==> config.mk <==
export PLATFORM = sky130hd
export DESIGN_NAME = cslx_queue
export DESIGN_NICKNAME = d
export VERILOG_FILES = /design/src/sv/cslx_pkg.sv /design/src/sv/cslx_queue.sv
export SDC_FILE = /design/constraint.sdc
export NUM_CORES = 1
export LEC_CHECK = 0
export ABC_AREA = 1
export BUFFER_PORTS_ARGS = -buffer_cell sky130_fd_sc_hd__buf_4
export CAP_MARGIN = 20
export CORE_AREA = 4 4 370 372
export DETAILED_ROUTE_END_ITERATION = 6
export DIE_AREA = 0 0 374 376
export SYNTH_ARGS = -nofsm -noshare
export SYNTH_HDL_FRONTEND = slang
export SYNTH_SLANG_ARGS = --single-unit
==> constraint.sdc <==
create_clock -name clk -period 20.4 [get_ports clk]
set_clock_uncertainty 0.05 [all_clocks]
set_input_delay 3.06 -clock clk [delete_from_list [all_inputs] [get_ports clk]]
set_output_delay 3.06 -clock clk [all_outputs]
set_load 0.02 [all_outputs]
==> src/sv/cslx_pkg.sv <==
package cslx_pkg;

  localparam int KW_ENTRIES = 64;
  localparam int KW_BYTES   = 32;
  localparam int WORD_KEEP  = 30;
  localparam int RUN_BITS   = 24;
  localparam int QDEPTH     = 4;

  localparam int E_W    = $clog2(KW_ENTRIES);
  localparam int K_W    = $clog2(KW_BYTES);
  localparam int KW_AW  = E_W + K_W;
  localparam int WLEN_W = $clog2(WORD_KEEP + 1);
  localparam int Q_AW   = $clog2(QDEPTH);

  localparam logic [3:0] ST_DEFAULT = 4'd0;
  localparam logic [3:0] ST_COMMENT = 4'd1;
  localparam logic [3:0] ST_LINE    = 4'd2;
  localparam logic [3:0] ST_NUMBER  = 4'd4;
  localparam logic [3:0] ST_WORD    = 4'd5;
  localparam logic [3:0] ST_STRING  = 4'd6;
  localparam logic [3:0] ST_CHAR    = 4'd7;
  localparam logic [3:0] ST_PRE     = 4'd9;

  // One entry of the queue between the lexer and the style/output side.
  typedef struct packed {
    logic                           is_write;
    logic [KW_AW-1:0]               waddr;
    logic [7:0]                     wdata;
    logic [3:0]                     style;
    logic                           need_match;
    logic [RUN_BITS-1:0]            len;
    logic                           final_run;
    logic [WLEN_W-1:0]              wlen;
    logic [WORD_KEEP-1:0][7:0]      word;
  } rec_t;

endpackage

==> src/sv/cslx_queue.sv <==
module cslx_queue (
  input  logic           clk,
  input  logic           rst_n,
  input  logic           push,
  input  cslx_pkg::rec_t din,
  output logic           full,
  input  logic           pop,
  output cslx_pkg::rec_t dout,
  output logic           empty
);
  import cslx_pkg::*;

  rec_t            mem_r [QDEPTH];
  logic [Q_AW-1:0] wp_r, rp_r;
  logic [Q_AW:0]   cnt_r;
  logic            do_push, do_pop;

  assign full    = (cnt_r == (Q_AW+1)'(QDEPTH));
  assign empty   = (cnt_r == '0);
  assign dout    = mem_r[rp_r];
  assign do_push = push && !full;
  assign do_pop  = pop && !empty;

  always_ff @(posedge clk) begin
    if (do_push) mem_r[wp_r] <= din;
  end

  always_ff @(posedge clk) begin
    if (!rst_n) begin
      wp_r  <= '0;
      rp_r  <= '0;
      cnt_r <= '0;
    end else begin
      if (do_push) wp_r <= wp_r + 1'b1;
      if (do_pop) rp_r <= rp_r + 1'b1;
      cnt_r <= cnt_r + (Q_AW+1)'(do_push) - (Q_AW+1)'(do_pop);
    end
  end

endmodule

==> results of run 1 <==
## worst min-delay path by stage
| stage | endpoint | depth (start not counted) |
|---|---|---|
| global placement | rp_r[0] | 2 |
| CTS | rp_r[0] | 2 |
| detailed placement | rp_r[0] | 2 |
| floorplan | flop | 2 |
| finish | rp_r[0] | 2 |
| global route | rp_r[0] | 2 |
## worst max-delay path, stage by stage (launching register included)
cell     delay, ns
dfxtp_4       0.61
buf_4         0.55
buf_4         0.67
buf_4         0.58
buf_4         0.84
o21ai_0       0.24
o22ai_1       0.29
buf_4         0.20
## synthesized netlist by cell type (all sizes together)
| cell | count |
|---|---|
| nor2 | 602 |
| o21ai | 590 |
| a21oi | 5 |
| nand2 | 14 |
| o22ai | 295 |
| fa | 1 |
| inv | 19 |
| dfxtp | 9 |
| buf | 90 |
| nand3 | 4 |
| ha | 6 |
| edfxtp | 1180 |
| clkbuf | 106 |
## state kept, by name (all words and copies together) (netlist names), named ones only
register / cells
mem_r: 1180
wp_r: 2
rp_r: 2
cnt_r: 3
## layout by cell type (no fill, tap or decap), types with 9 or more instances in the layout
cell       netlist  final
o21ai_0        590    590
clkbuf_1       106     29
inv_1           17     17
edfxtp_1      1180   1180
o22ai_1        295    295
clkinv_2         0      9
clkinv_1         0     39
nand2_1         14     14
nor2_1         602    598
buf_4            0    634
clkbuf_16        0    123
## per-stage QoR
step / util [%] / setup WS [ns] / hold WS, ns
2_1_floorplan: - / 4.00 / 0.398
3_3_place_gp: 37.5 / 13.15 / 0.416
3_5_place_dp: 37.5 / 12.97 / 0.446
4_1_cts: 40.3 / 12.17 / 0.458
5_1_grt: 40.4 / 11.83 / 0.513
6_report: 40.4 / 12.35 / 0.446
## logic make-up (layout without fill, tap and decap cells)
group | after synthesis | after routing | share of synthesized area, %
AND/OR/NAND/NOR | 620 | 620 | 5.31
adder cells (fa/ha/maj) | 7 | 7 | 0.217
flip-flops | 1189 | 1189 | 81.2
buffers and inverters | 215 | 877 | 2.32
AO/OA/AOI/OAI | 890 | 890 | 11.0
other | 0 | 5 | 0
## layout make-up
type,count,area (um2)
inverter,19,95.1
multi-input combinational,1517,7280
timing repair buffer,637,4820
sequential,1189,35600
tap,1768,2210
clock buffer,156,3240
antenna,5,12.5
fill,12300,79500
clock inverter,65,531
## power by group through the flow
stage	sequential (mW)	combinational, mW	clock (mW)
finish	3.03	1.80	2.10
global route	3.05	1.95	2.26
CTS	3.03	1.83	2.15
detailed placement	3.08	1.82	0
global placement	3.08	1.82	0
floorplan	3.20	1.02	0
## per-layer routing
| metal | vias to the layer above | share of wire (%) | global-route usage, % |
|---|---|---|---|
| li1 | 12200 | - | - |
| met1 | 13000 | 41 | 18.5 |
| met2 | 770 | 48 | 24.0 |
| met3 | 152 | 8.9 | 5.22 |
| met4 | 12 | 2.0 | 3.46 |
| met5 | - | 0.086 | 0 |
==> flow_summary.toml, run 1 <==
[run_status]
status = "complete, no violations"

[floorplan]
initial_utilization_pct = 32.9
core_region_area_um2 = 133000
die_height_um = 376
dieArea_um2 = 141000
rows = 134
io_pins = 596
die_x_um = 374

[power]
p_sw_share_pct = 31.4
leakage_nw = 18.4
intPower_mw = 4.75
finalPower_mw = 6.93
powerDensity_nw_per_um2 = 129
vdd_ir_drop_max_v = 0.0000892
pwr-share-seq_pct = 43.8
power_frac_clock_pct = 30.3
power_frac_comb_pct = 25.9
netSwitchingPower_mw = 2.17

[clock_tree]
clock_path_buffers = 3
postCtsHoldBufs = 0
clk_pin_slew_worst_paths_ns = 0.06
clock-sinks = 1189
worstSkewPairLatency_ns = 0.70
cts_inserted_buffers = 121
ctsResizeCount = 0
htree_levels = 3
tritoncts = "yes"
root_buffer = "clkbuf_16"
cts_setup_buffers = 0

[placement]
numPortBuffers = 595
place_area_um2 = 50000
place.gp.congestion = 0.751
dp_hpwl_mm = 64.2
dp.cells = 5129

[global_routing]
grt_pass1_wl_mm = 160
antenna_found_initial = 11
grt.total_usage_pct = 14.6
grt_pass1_vias = 25400
gr-total-overflow = 0
grt_max_degree = 192

[critical_path]
reg2regPathDepth = 8
rrSetupSlack_ns = 16.33
r2r_start = "cnt_r[1]"
path_class = "reg2out"
worstPathRequired_ns = 17.29
cp-start-kind = "flop"
critPathCaptureType = "output pin"
rr_endpoint = "mem_r[3][147]"
critPathMaxFanout = 111
endpoint = "dout[167]"
cp.arrival_ns = 4.94

[timing]
slew-limit-headroom_pct = 24.2
finalSetupViolations = 0
grt_setup_unrepaired = "false"
fmax_mhz = 124
fin_crit_sh_pct = 39.5
finalHoldViolCount = 0
tightestPinTransition_ns = 1.14
layout_min_cycle_time_ns = 8.05
tns_ns = 0
slew_violations = 0

[yosys]
synth_top_area_cell = "edfxtp_1"
netlist_instances = 2921
ys.warnings.count = 0
synth.distinct_cells = 17
synth-seq-cells = 1189
yosys-top-cells-area = "edfxtp_1 (81%), o21ai_0 (6.7%), nor2_1 (5.1%)"
postSynthAreaPerCell_um2 = 15.0
syn_nets = 3227
yosysSeqAreaShare_pct = 81.2
netlist.area_leader.share_pct = 80.7
synth_area_um2 = 43900

[detailed_routing]
drt-pass1-iter-count = 5
wl_mm = 107
remaining_drc_errors = 0
drtIter0Drc = 1903
num_vias = 26200
viasPerCell = 4.88
wl_per_cell_um = 20.0
drtAntennaViolNets = 0

[finish]
syn_to_final_growth_pct = 22.6
layout.nets = 3791
final_cells = 5356
final_layout_size_suffix_gt1_share_pct = 22.3
fin_area_um2 = 53800

[hold_path]
hp-class = "reg2reg"
worstHoldStart = "rp_r[0]"

[run]
maxCapViolCount = 0
Power figures use the tool's default switching activity.
==> run 2: changes to the inputs <==
==> constraint.sdc (replaced) <==
create_clock -name clk -period 7.23 [get_ports clk]
set_clock_uncertainty 0.05 [all_clocks]
set_input_delay 1.0845 -clock clk [delete_from_list [all_inputs] [get_ports clk]]
set_output_delay 1.0845 -clock clk [all_outputs]
set_load 0.02 [all_outputs]
==> run 2 against run 1 <==
Combinational power grew to 2.8 times the previous value. Highest routed layer unchanged. Global-route usage hardly changed. Count of clock-buffer cells in the layout decreased by 18. Worst setup slack lost 9.7 ns.
==> flow_summary.toml, run 2 (same netlist as run 1, synthesis figures left out) <==
[run_status]
status = "complete, no violations"

[critical_path]
cp_cell_sequence = "buf_4 -> buf_12 -> o21ai_0 -> o22ai_1 -> buf_4"
rr_endpoint = "mem_r[3][129]"
cp-start-kind = "flop"
r2r_start = "cnt_r[1]"
crit_path_top_delay_cell = "buf_4"
cpPeakStageDelay_ns = 0.63
cpMostUsedCell = "buf_4"
critPathCaptureType = "output pin"
path_class = "reg2out"
worstPathRequired_ns = 6.10
rrSetupSlack_ns = 4.14
reg2regPathDepth = 6
critPathMaxFanout = 168
cp.arrival_ns = 3.48

[timing]
layout_min_cycle_time_ns = 4.61
fin_crit_sh_pct = 63.8
tightestPinTransition_ns = 1.14
slew-limit-headroom_pct = 24.3
finalHoldViolCount = 0
slew_violations = 0
fmax_mhz = 217
grt_setup_unrepaired = "false"
finalSetupViolations = 0
whs_ns = 0.432

[finish]
multi_input_area_um2 = 7280
layout_commonest_cell = "edfxtp_1"
top_regs = "mem_r: 1180 flops, cnt_r: 3 flops"
layout.nets = 3778
top_register = "mem_r"
final_cell_mix = "edfxtp_1 (1,180), buf_4 (610), nor2_1 (598), o21ai_0 (590), o22ai_1 (295)"
nFillCells = 12200
largest_register_ffs = 1180
final_layout_size_suffix_gt1_share_pct = 22.6
syn_to_final_growth_pct = 23.0
seqCellArea_um2 = 35600

[global_routing]
grt_pass1_vias = 24900
grt_pass1_wl_mm = 159
grt_max_degree = 172
gr-total-overflow = 0
antenna_found_initial = 18
grt.total_usage_pct = 14.6

[clock_tree]
root_buffer = "clkbuf_16"
htree_levels = 3
ctsResizeCount = 0
cts_setup_buffers = 0
clock_path_buffers = 3
cts_inserted_buffers = 118
postCtsHoldBufs = 0
tritoncts = "yes"
clk_pin_slew_worst_paths_ns = 0.06
clock-sinks = 1189
worstSkewPairLatency_ns = 0.72

[placement]
dp_hpwl_mm = 62.7
numPortBuffers = 595
place.gp.congestion = 0.749

[detailed_routing]
drt-pass1-iter-count = 5
drtAntennaViolNets = 0
wl_per_cell_um = 20.0
viasPerCell = 4.83
drtIter0Drc = 1955
remaining_drc_errors = 0
wl_mm = 107
num_vias = 25900

[power]
pwr-share-seq_pct = 43.5
leakage_nw = 18.4
p_sw_share_pct = 31.3
powerDensity_nw_per_um2 = 364
power_frac_comb_pct = 26.0
intPower_mw = 13.5
netSwitchingPower_mw = 6.16
finalPower_mw = 19.7
power_frac_clock_pct = 30.5
vdd_ir_drop_max_v = 0.000274

[floorplan]
rows = 134
initial_utilization_pct = 32.9
io_pins = 596
die_x_um = 374
dieArea_um2 = 141000
die_height_um = 376
core_region_area_um2 = 133000

[hold_path]
hp-class = "reg2reg"
worstHoldStart = "rp_r[0]"
hold_depth = 2
hold_path_end = "rp_r[0]"

[run]
maxCapViolCount = 0
run 2: cell count changes in the layout (fill, tap and decap cells not counted), sizes merged:
cell / change
clkbuf: -18
clkinv: +11
buf: -10
diode: +7
bufinv: +5
clkinvlp: +2
inv: +2
run 2: power groups by stage:
stage          logic (mW)  registers, mW  clock network [mW]
6_report             5.12           8.54                5.99
5_1_grt              5.53           8.59                6.44
4_1_cts              5.20           8.54                6.15
3_5_place_dp         5.20           8.69                   0
3_3_place_gp         5.16           8.67                   0
2_1_floorplan        2.89           8.85                   0
run 2: worst max path at each step:
| stage | startpoint | slack [ns] | cells past startpoint | to |
|---|---|---|---|---|
| 6_report | flop | 2.62 | 5 | dout[109] |
| 3_3_place_gp | flop | 3.48 | 5 | dout[113] |
| 2_1_floorplan | push | -2.23 | 2 | mem_r[0][0] |
| 4_1_cts | flop | 2.60 | 5 | dout[177] |
| 5_1_grt | flop | 2.41 | 5 | dout[124] |
| 3_5_place_dp | flop | 3.44 | 5 | dout[177] |
run 2: metal layers:
metal | wire length (um) | GRT usage [%]
met4 | 2310 | 4.58
met1 | 44100 | 18.6
met2 | 51400 | 23.5
met3 | 9250 | 5.05
met5 | 96 | 0
run 2: layout make-up:
type	count	area share [%]
Antenna cell	12	0.0556
Timing Repair Buffer	627	9.12
Clock inverter	85	1.42
Clock buffer	138	5.65
Inverter	19	0.176
Tap cell	1768	4.10
Multi-Input combinational cell	1517	13.5
Sequential cell	1189	66.0
run 2: critical path: cells and delay by family (launching register included):
| kind | cells | cell delay, ns |
|---|---|---|
| AOI/OAI and AO/OA | 2 | 0.51 |
| buffers and inverters | 3 | 1.23 |
| DFF | 1 | 0.54 |
run 2: metrics by stage:
stage | worst slack [ns] | cells | util [%] | area [um2] | TNS, ns
2_1_floorplan | -2.23 | 2921 | - | 43900 | -2632.90
3_3_place_gp | 3.48 | 5120 | 37.6 | 50100 | 0
3_5_place_dp | 3.44 | 5120 | 37.6 | 50100 | 0
4_1_cts | 2.60 | 5343 | 40.5 | 53900 | 0
5_1_grt | 2.41 | 5351 | 40.5 | 54000 | 0
6_report | 2.62 | 5355 | 40.5 | 54000 | 0
