===== src/sv/cslx_pkg.sv =====
package cslx_pkg;

  localparam int KW_ENTRIES = 64;
  localparam int KW_BYTES   = 32;
  localparam int WORD_KEEP  = 30;
  localparam int RUN_BITS   = 24;
  localparam int QDEPTH     = 4;

  localparam int E_W    = $clog2(KW_ENTRIES);
  localparam int K_W    = $clog2(KW_BYTES);
  localparam int KW_AW  = E_W + K_W;
  localparam int WLEN_W = $clog2(WORD_KEEP + 1);
  localparam int Q_AW   = $clog2(QDEPTH);

  localparam logic [3:0] ST_DEFAULT = 4'd0;
  localparam logic [3:0] ST_COMMENT = 4'd1;
  localparam logic [3:0] ST_LINE    = 4'd2;
  localparam logic [3:0] ST_NUMBER  = 4'd4;
  localparam logic [3:0] ST_WORD    = 4'd5;
  localparam logic [3:0] ST_STRING  = 4'd6;
  localparam logic [3:0] ST_CHAR    = 4'd7;
  localparam logic [3:0] ST_PRE     = 4'd9;

  // One entry of the queue between the lexer and the style/output side.
  typedef struct packed {
    logic                           is_write;
    logic [KW_AW-1:0]               waddr;
    logic [7:0]                     wdata;
    logic [3:0]                     style;
    logic                           need_match;
    logic [RUN_BITS-1:0]            len;
    logic                           final_run;
    logic [WLEN_W-1:0]              wlen;
    logic [WORD_KEEP-1:0][7:0]      word;
  } rec_t;

endpackage


===== src/sv/cslx_in_if.sv =====
interface cslx_in_if;
  logic       valid;
  logic       ready;
  logic       mode;
  logic [7:0] data_byte;
  logic [5:0] keyword_slot;
  logic [4:0] keyword_pos;
  logic       end_of_doc;

  modport source (output valid, mode, data_byte, keyword_slot, keyword_pos, end_of_doc,
                  input ready);
  modport sink (input valid, mode, data_byte, keyword_slot, keyword_pos, end_of_doc,
                output ready);
endinterface


===== src/sv/cslx_front.sv =====
module cslx_front (
  input  logic                clk,
  input  logic                rst_n,
  cslx_in_if.sink             in_word,
  input  logic                clearing,
  input  logic                cfg_we,
  input  logic [3:0]          cfg_data,
  output cslx_pkg::rec_t      q_din,
  output logic                q_push,
  input  logic                q_full
);
  import cslx_pkg::*;

  typedef enum logic [1:0] {
    HOLD_SLASH_OPEN  = 2'd0,
    HOLD_SLASH_AFTER = 2'd1,
    HOLD_ESCAPE      = 2'd2
  } hold_t;

  typedef struct packed {
    logic [3:0]                ls;
    logic                      hv;
    hold_t                     hk;
    logic [7:0]                pb;
    logic [1:0]                sk;
    logic [RUN_BITS-1:0]       rc;
    logic                      ao;
    logic [WLEN_W-1:0]         wl;
    logic [WORD_KEEP-1:0][7:0] wb;
    logic [1:0]                n;
    rec_t [1:0]                recs;
  } lx_t;

  logic [3:0]                lex_r, init_r;
  logic                      hv_r, ao_r, dopen_r;
  hold_t                     hk_r;
  logic [7:0]                prev_r;
  logic [1:0]                skip_r;
  logic [RUN_BITS-1:0]       rc_r;
  logic [WLEN_W-1:0]         wl_r;
  logic [WORD_KEEP-1:0][7:0] wb_r;
  rec_t [1:0]                pend_r;
  logic [1:0]                pend_cnt_r;
  logic                      pend_idx_r;
  lx_t                       s;
  logic                      acc;

  function automatic logic is_alnum(input logic [7:0] c);
    return (c >= 8'h30 && c <= 8'h39) || (c >= 8'h41 && c <= 8'h5a) ||
           (c >= 8'h61 && c <= 8'h7a);
  endfunction

  function automatic logic is_wstart(input logic [7:0] c);
    return is_alnum(c) || c == 8'h5f;
  endfunction

  function automatic lx_t f_push(input lx_t t, input logic [3:0] style, input logic m);
    if (t.n < 2'd2) begin
      t.recs[t.n[0]].is_write   = 1'b0;
      t.recs[t.n[0]].style      = style;
      t.recs[t.n[0]].need_match = m;
      t.recs[t.n[0]].len        = t.rc;
      t.recs[t.n[0]].final_run  = 1'b0;
      t.recs[t.n[0]].wlen       = t.wl;
      t.recs[t.n[0]].word       = t.wb;
      t.n = t.n + 2'd1;
    end
    return t;
  endfunction

  // Words starting with a digit or a dot are numbers; the rest go to the keyword search.
  // A word with no kept bytes, left by a start state of word, is plain default.
  function automatic lx_t f_emit(input lx_t t, input logic [3:0] style);
    logic dig;
    dig = (t.wl != '0) && ((t.wb[0] >= 8'h30 && t.wb[0] <= 8'h39) || t.wb[0] == 8'h2e);
    if (style == ST_WORD) begin
      if (t.wl == '0) begin
        t = f_push(t, ST_DEFAULT, 1'b0);
      end else begin
        t = f_push(t, dig ? ST_NUMBER : ST_WORD, !dig);
      end
    end else begin
      t = f_push(t, style, 1'b0);
    end
    return t;
  endfunction

  function automatic lx_t f_count(input lx_t t);
    if (t.rc != '1) t.rc = t.rc + 1'b1;
    return t;
  endfunction

  // Closes the run before the current byte.
  function automatic lx_t f_open(input lx_t t, input logic [3:0] style);
    logic first;
    first = t.ao && (t.rc == '0);
    if (t.rc != '0) t = f_emit(t, style);
    t.rc = {{(RUN_BITS-1){1'b0}}, 1'b1};
    t.ao = first;
    return t;
  endfunction

  // Closes the run including the current byte.
  function automatic lx_t f_close(input lx_t t, input logic [3:0] style);
    t = f_count(t);
    t = f_emit(t, style);
    t.rc = '0;
    t.ao = 1'b0;
    return t;
  endfunction

  function automatic lx_t f_begin_word(input lx_t t, input logic [7:0] b);
    t.wb[0] = b;
    t.wl = {{(WLEN_W-1){1'b0}}, 1'b1};
    t.ls = ST_WORD;
    return t;
  endfunction

  function automatic lx_t f_after(input lx_t t, input logic [7:0] b, input logic allow);
    if (b == 8'h2f) begin
      t.hk = HOLD_SLASH_AFTER;
      t.hv = 1'b1;
    end else if (b == 8'h22) t.ls = ST_STRING;
    else if (b == 8'h27) t.ls = ST_CHAR;
    else if (b == 8'h23) t.ls = ST_PRE;
    else if (allow && is_wstart(b)) t = f_begin_word(t, b);
    return t;
  endfunction

  function automatic lx_t f_resolve(input lx_t t, input logic [7:0] nx);
    t.hv = 1'b0;
    unique case (t.hk)
      HOLD_SLASH_OPEN: begin
        if (nx == 8'h2a) begin
          t = f_open(t, ST_DEFAULT);
          t.ls = ST_COMMENT;
        end else if (nx == 8'h2f) begin
          t = f_open(t, ST_DEFAULT);
          t.ls = ST_LINE;
        end else t = f_count(t);
      end
      HOLD_SLASH_AFTER: begin
        if (nx == 8'h2a) t.ls = ST_COMMENT;
        else if (nx == 8'h2f) t.ls = ST_LINE;
      end
      default: begin
        if (nx == 8'h22 || nx == 8'h27 || nx == 8'h5c) t.sk = 2'd1;
      end
    endcase
    return t;
  endfunction

  function automatic lx_t f_take(input lx_t t, input logic [7:0] b, input logic [3:0] init);
    logic [7:0] q;
    q = (t.ls == ST_STRING) ? 8'h22 : 8'h27;
    if (t.sk == 2'd1) begin
      t.sk = 2'd0;
      t = f_count(t);
    end else if (t.sk == 2'd2) begin
      t.sk = 2'd0;
      t = f_count(t);
      t.ao = 1'b0;
      t = f_after(t, b, 1'b1);
    end else if (t.ls == ST_DEFAULT) begin
      if (is_wstart(b)) begin
        t = f_open(t, ST_DEFAULT);
        t = f_begin_word(t, b);
      end else if (b == 8'h2f) begin
        t.hk = HOLD_SLASH_OPEN;
        t.hv = 1'b1;
      end else if (b == 8'h22 || b == 8'h27 || b == 8'h23) begin
        t = f_open(t, ST_DEFAULT);
        t.ls = (b == 8'h22) ? ST_STRING : ((b == 8'h27) ? ST_CHAR : ST_PRE);
      end else t = f_count(t);
    end else if (t.ls == ST_WORD) begin
      if (is_wstart(b) || b == 8'h2e) begin
        t = f_count(t);
        if (t.wl < WLEN_W'(WORD_KEEP)) begin
          t.wb[t.wl] = b;
          t.wl = t.wl + 1'b1;
        end
      end else begin
        t = f_open(t, ST_WORD);
        t.ls = ST_DEFAULT;
        t = f_after(t, b, 1'b0);
      end
    end else if (t.ls == ST_PRE) begin
      if ((b == 8'h0d || b == 8'h0a) && t.pb != 8'h5c) begin
        t = f_open(t, ST_PRE);
        t.ls = ST_DEFAULT;
      end else t = f_count(t);
    end else if (t.ls == ST_COMMENT) begin
      if (b == 8'h2f && t.pb == 8'h2a &&
          (t.rc >= RUN_BITS'(3) || (init == ST_COMMENT && t.ao))) begin
        t = f_close(t, ST_COMMENT);
        t.ls = ST_DEFAULT;
        t = f_after(t, b, 1'b0);
      end else t = f_count(t);
    end else if (t.ls == ST_LINE) begin
      if (b == 8'h0d || b == 8'h0a) begin
        t = f_open(t, ST_LINE);
        t.ls = ST_DEFAULT;
      end else t = f_count(t);
    end else if (t.ls == ST_STRING || t.ls == ST_CHAR) begin
      if (b == 8'h5c) begin
        t = f_count(t);
        t.hk = HOLD_ESCAPE;
        t.hv = 1'b1;
      end else if (b == q) begin
        t = f_close(t, t.ls);
        t.ls = ST_DEFAULT;
        t.sk = 2'd2;
      end else t = f_count(t);
    end else begin
      t = f_count(t);
    end
    t.pb = b;
    return t;
  endfunction

  assign acc           = in_word.valid && in_word.ready;
  assign in_word.ready = (pend_cnt_r == 2'd0) && !clearing;
  assign q_push        = (pend_cnt_r != 2'd0);
  assign q_din         = pend_r[pend_idx_r];

  always_comb begin
    s.ls   = lex_r;
    s.hv   = hv_r;
    s.hk   = hk_r;
    s.pb   = prev_r;
    s.sk   = skip_r;
    s.rc   = rc_r;
    s.ao   = ao_r;
    s.wl   = wl_r;
    s.wb   = wb_r;
    s.n    = 2'd0;
    s.recs = '0;
    if (in_word.mode) begin
      s.recs[0].is_write = 1'b1;
      s.recs[0].waddr    = KW_AW'({in_word.keyword_slot, in_word.keyword_pos});
      s.recs[0].wdata    = in_word.data_byte;
      s.n = 2'd1;
    end else begin
      if (s.hv) s = f_resolve(s, in_word.data_byte);
      s = f_take(s, in_word.data_byte, init_r);
      if (in_word.end_of_doc) begin
        if (s.hv) s = f_resolve(s, 8'h20);
        if (s.rc != '0) s = f_emit(s, s.ls);
        if (s.n != 2'd0) s.recs[s.n[1]].final_run = 1'b1;
      end
    end
  end

  always_ff @(posedge clk) begin
    if (!rst_n) begin
      lex_r      <= ST_DEFAULT;
      init_r     <= ST_DEFAULT;
      hv_r       <= 1'b0;
      hk_r       <= HOLD_SLASH_OPEN;
      prev_r     <= 8'h20;
      skip_r     <= 2'd0;
      rc_r       <= '0;
      ao_r       <= 1'b1;
      wl_r       <= '0;
      dopen_r    <= 1'b0;
      pend_cnt_r <= 2'd0;
      pend_idx_r <= 1'b0;
    end else begin
      if (acc) begin
        pend_r     <= s.recs;
        pend_cnt_r <= s.n;
        pend_idx_r <= 1'b0;
        if (!in_word.mode) begin
          wb_r <= s.wb;
          if (in_word.end_of_doc) begin
            // Document done: back to document start.
            lex_r   <= init_r;
            hv_r    <= 1'b0;
            hk_r    <= HOLD_SLASH_OPEN;
            prev_r  <= 8'h20;
            skip_r  <= 2'd0;
            rc_r    <= '0;
            ao_r    <= 1'b1;
            wl_r    <= '0;
            dopen_r <= 1'b0;
          end else begin
            lex_r   <= s.ls;
            hv_r    <= s.hv;
            hk_r    <= s.hk;
            prev_r  <= s.pb;
            skip_r  <= s.sk;
            rc_r    <= s.rc;
            ao_r    <= s.ao;
            wl_r    <= s.wl;
            dopen_r <= 1'b1;
          end
        end
      end else if (q_push && !q_full) begin
        pend_cnt_r <= pend_cnt_r - 2'd1;
        pend_idx_r <= 1'b1;
      end
      if (cfg_we) begin
        init_r <= cfg_data;
        if (!dopen_r && !acc) lex_r <= cfg_data;
      end
    end
  end

endmodule


===== src/flat_wrapper.sv =====
// flat-port wrapper written by rule: the top's interface ports become plain ports
module cslx_front_flat import cslx_pkg::*;
  (clk, rst_n, clearing, cfg_we, cfg_data, q_din, q_push, q_full, in_word_valid, in_word_mode, in_word_data_byte, in_word_keyword_slot, in_word_keyword_pos, in_word_end_of_doc, in_word_ready);
  cslx_in_if in_word_i ();
  input  logic clk;
  input  logic rst_n;
  input  logic clearing;
  input  logic cfg_we;
  input  logic [3:0] cfg_data;
  output cslx_pkg::rec_t q_din;
  output logic q_push;
  input  logic q_full;
  input wire logic [$bits(in_word_i.valid)-1:0] in_word_valid;
  input wire logic [$bits(in_word_i.mode)-1:0] in_word_mode;
  input wire logic [$bits(in_word_i.data_byte)-1:0] in_word_data_byte;
  input wire logic [$bits(in_word_i.keyword_slot)-1:0] in_word_keyword_slot;
  input wire logic [$bits(in_word_i.keyword_pos)-1:0] in_word_keyword_pos;
  input wire logic [$bits(in_word_i.end_of_doc)-1:0] in_word_end_of_doc;
  output wire logic [$bits(in_word_i.ready)-1:0] in_word_ready;
  assign in_word_i.valid = in_word_valid;
  assign in_word_i.mode = in_word_mode;
  assign in_word_i.data_byte = in_word_data_byte;
  assign in_word_i.keyword_slot = in_word_keyword_slot;
  assign in_word_i.keyword_pos = in_word_keyword_pos;
  assign in_word_i.end_of_doc = in_word_end_of_doc;
  assign in_word_ready = in_word_i.ready;
  cslx_front u_core (.clk(clk), .rst_n(rst_n), .in_word(in_word_i), .clearing(clearing), .cfg_we(cfg_we), .cfg_data(cfg_data), .q_din(q_din), .q_push(q_push), .q_full(q_full));
endmodule

===== config.mk =====
export PLATFORM = sky130hd
export DESIGN_NAME = cslx_front_flat
export DESIGN_NICKNAME = d
export VERILOG_FILES = /design/src/sv/cslx_pkg.sv /design/src/sv/cslx_in_if.sv /design/src/sv/cslx_front.sv /design/src/flat_wrapper.sv
export SDC_FILE = /design/constraint.sdc
export NUM_CORES = 2
export LEC_CHECK = 0
export ABC_AREA = 0
export CAP_MARGIN = 10
export CORE_UTILIZATION = 50
export CTS_BUF_LIST = sky130_fd_sc_hd__clkbuf_8
export CTS_CLUSTER_SIZE = 8
export DETAILED_ROUTE_END_ITERATION = 8
export DONT_BUFFER_PORTS = 1
export PLACE_DENSITY = 0.73
export SYNTH_ARGS = -nofsm -noshare
export SYNTH_HDL_FRONTEND = slang
export SYNTH_SLANG_ARGS = --single-unit

===== constraint.sdc =====
create_clock -name clk -period 36.5 [get_ports clk]
set_input_delay 7.3 -clock clk [delete_from_list [all_inputs] [get_ports clk]]
set_output_delay 7.3 -clock clk [all_outputs]
set_load 0.1 [all_outputs]

==> key figures <==
Clock network
  • CTS Hold Buffers Added: 0
  • TritonCTS Buffers: 146
  • Num Clock Sinks: 865
  • Post-cts resize count: 0
  • CTS Buffer Depth: 3
  • TritonCTS clock tree: yes
  • Clock-pin slew on the worst setup and hold paths: 0.06 ns
  • Clock root buffer: clkbuf_8
  • H-tree depth: 4
  • Post-CTS Repair Setup Buffers: 0
  • Worst-Skew Late Latency: 0.86 ns

Critical path
  • CP Launch Type: input port
  • Crit path kind: in2reg
  • CP arrival: 17.68 ns
  • Endpoint type of the worst setup path: flip-flop
  • Worst Path Max Fanout: 88
  • Worst path required time: 37.06 ns

Power and ir drop
  • Pwr dens: 52.4 nW/um^2
  • VDD IR max: 0.0336 mV
  • P_leak: 19.1 nW
  • Final Total Pwr: 2.69 mW

Synth
  • Cell Area, Synth: 47800 um^2
  • Post-synthesis register bit count: 865
  • Post-synth ARST share: 0
  • Avg Cell Area, Syn: 10.9 um^2
  • Post-Syn Nets: 4424
  • Synthesized instance count: 4377
  • Number of synthesized flops with an enable pin: 810
  • Synth Flop Type: edfxtp_1
  • Post-synth cell types: 115
  • YS warnings: 0
  • Post-synth top area share: 0.508
  • Synth area leaders: edfxtp_1, mux2i_1, mux2_2
  • Yosys top cell by area: edfxtp_1
  • Seq/Total Area, Yosys: 0.531

STA
  • Clock Skew: 0.0522 ns
  • Final period utilization: 0.469
  • Relative slew slack: 0.110
  • Min Hold Slack: 0.475 ns
  • Setup violators final: 0
  • RSZ-0062 raised after global routing: false
  • Crit path time final: 17.11 ns
  • Tightest Pin Transition: 1.33 ns
  • Max Freq: 0.0584 GHz
  • Final Hold Viols: 0
  • Setup ws final: 19.39 ns
  • Slew Viols, Final: 0
  • Setup tns final: 0 ns

GRT
  • Total grt overflow: 0
  • Vias in the first global route: 33900
  • Global-route wire length before repair: 229000 um
  • Largest net degree at the start of global routing: 185
  • Initial antenna violation count: 6
  • Total track usage: 0.318

Placement
  • Post-DP HPWL: 105000 um
  • RD Place Congestion: 1.04
  • Post-DP Area: 48600 um^2
  • PortBufs: 0
  • Post-Place Cells: 5427
  • Worst slack, placed: 18.71 ns

Cells and area
  • Fill cells: 8165
  • Nets: 4357
  • Final Cell Area: 51400 um^2
  • Fin cells: 5690
  • Layout Utilization: 0.542
  • Syn-to-layout area delta: 7.44%
  • Layout cells sized above 1: 0.174

Run status
  • Status: finished, final reports clean

Drt
  • Post-DRT Antenna Nets: 0
  • Routed WL per cell: 27.7 um
  • Routed wire length: 158000 um
  • Met2 WL: 70600 um
  • Vias per cell: 6.23
  • Residual DRC: 0
  • Wire length on met1: 66900 um
  • Met3 WL post-DR: 14000 um
  • Max Used Layer: met4
  • Via count: 35400
  • Initial drt markers: 4091
  • 1st-pass router iterations: 6

Floorplan
  • Die extent in y: 311 um
  • Cell row count: 113
  • Initial core utilization: 0.504
  • Die area: 96900 um^2
  • Die width: 311 um
  • Ports: 328
  • Total core area: 94900 um^2

Worst hold path
  • Worst min-delay path category: reg2reg

Run
  • Max Cap Viol: 0
==> sequential cells by signal, indices dropped and copies added, names as in the netlist, 4 cells and up <==
signal and flops:
u_core.rc_r 24, u_core.lex_r 4, u_core.init_r 4, u_core.wl_r 5, u_core.wb_r 240, u_core.pend_r 570
u_core.prev_r 8
==> cells in the mapped netlist (21+ instances only) <==
cell / instances
dfxtp_1: 55
nor4_1: 35
a41o_1: 21
o31ai_1: 41
o21ai_0: 110
edfxtp_1: 810
and2_1: 70
buf_2: 29
nor3_1: 64
a211oi_1: 23
a22oi_1: 35
mux2_2: 283
xnor2_1: 33
nor2b_1: 44
nand3_1: 61
mux2i_1: 434
and3_1: 28
nor2_1: 388
a21oi_1: 151
a31oi_1: 23
nor2_2: 100
inv_1: 242
nand4_1: 40
clkbuf_1: 210
nand2_1: 622
nand2b_1: 21
==> layout make-up <==
type	count	area (um^2)	share of cell area
sequential	865	25400	0.495
multi-input combinational	2957	19900	0.388
clock buffer	152	2090	0.0407
tap	1265	1580	0.0308
inverter	248	938	0.0183
timing repair buffer	92	753	0.0147
clock inverter	106	647	0.0126
antenna	5	12.5	0.000243
==> kinds of logic after synthesis <==
group	share of synthesized area
XOR/XNOR	0.00879
AND/OR/NAND/NOR	0.155
buffers and inverters	0.0542
adder cells (fa/ha/maj)	0.00418
flip-flops	0.531
AO/OA/AOI/OAI	0.0883
multiplexers	0.158
==> report_power, final <==
group          switching, mW  internal [mW]
clock network          0.411          0.420
logic                  0.570          0.134
registers             0.0169           1.14
total                  0.998           1.69
==> critical path, stage by stage <==
cell	delay [ns]
nor4b_2	0.58
nand4_1	0.15
buf_4	0.30
and2_1	0.30
inv_1	0.16
ha_1	0.48
nand2_1	0.39
or3_1	0.68
o31ai_1	0.47
a311oi_1	0.16
o31ai_1	0.92
inv_2	0.22
ha_1	0.30
o21ai_0	0.09
a21o_1	0.16
a2111o_1	0.32
inv_1	0.10
a2111oi_2	0.47
nand4_1	0.16
a22oi_1	0.27
nand4_1	0.27
o41a_2	0.50
buf_4	0.31
nand2_8	0.69
buf_4	0.81
buf_4	0.65
mux2i_1	0.18
==> final timing paths <==
path,startpoint,end,slack (ns),depth (start not counted)
setup / recovery,in_word_data_byte[6],u_core.pend_r[97],19.39,27
hold / removal,u_core.dopen_r,u_core.dopen_r,0.47,2
setup reg to reg,u_core.rc_r[0],u_core.pend_r[97],24.38,29
hold reg to reg,u_core.dopen_r,u_core.dopen_r,0.47,2
==> placed cells by master, fill, tap and decap left out, types with 21 or more instances in the layout <==
master    count
o31ai_1      41
a211oi_1     21
and3_1       28
dfxtp_1      54
nor4_1       35
edfxtp_1    810
o21ai_0     110
nand3_1      60
mux2i_1     434
nand2b_1     21
nand4_1      40
mux2_2      283
clkbuf_8    152
a41o_1       21
nor3_1       63
nand2_1     622
nor2_2      105
a31oi_1      23
inv_1       307
nor2_1      381
and2_1       69
xnor2_1      33
a22oi_1      35
nor2b_1      24
buf_4        87
a21oi_1     150
==> metal layers <==
metal / GRT usage / vias to the layer above
met4: 0.130 / 0
li1: - / 15700
met2: 0.485 / 1708
met3: 0.0726 / 297
met5: 0 / -
met1: 0.438 / 17800
No activity file was read; power rests on OpenSTA's default activity.
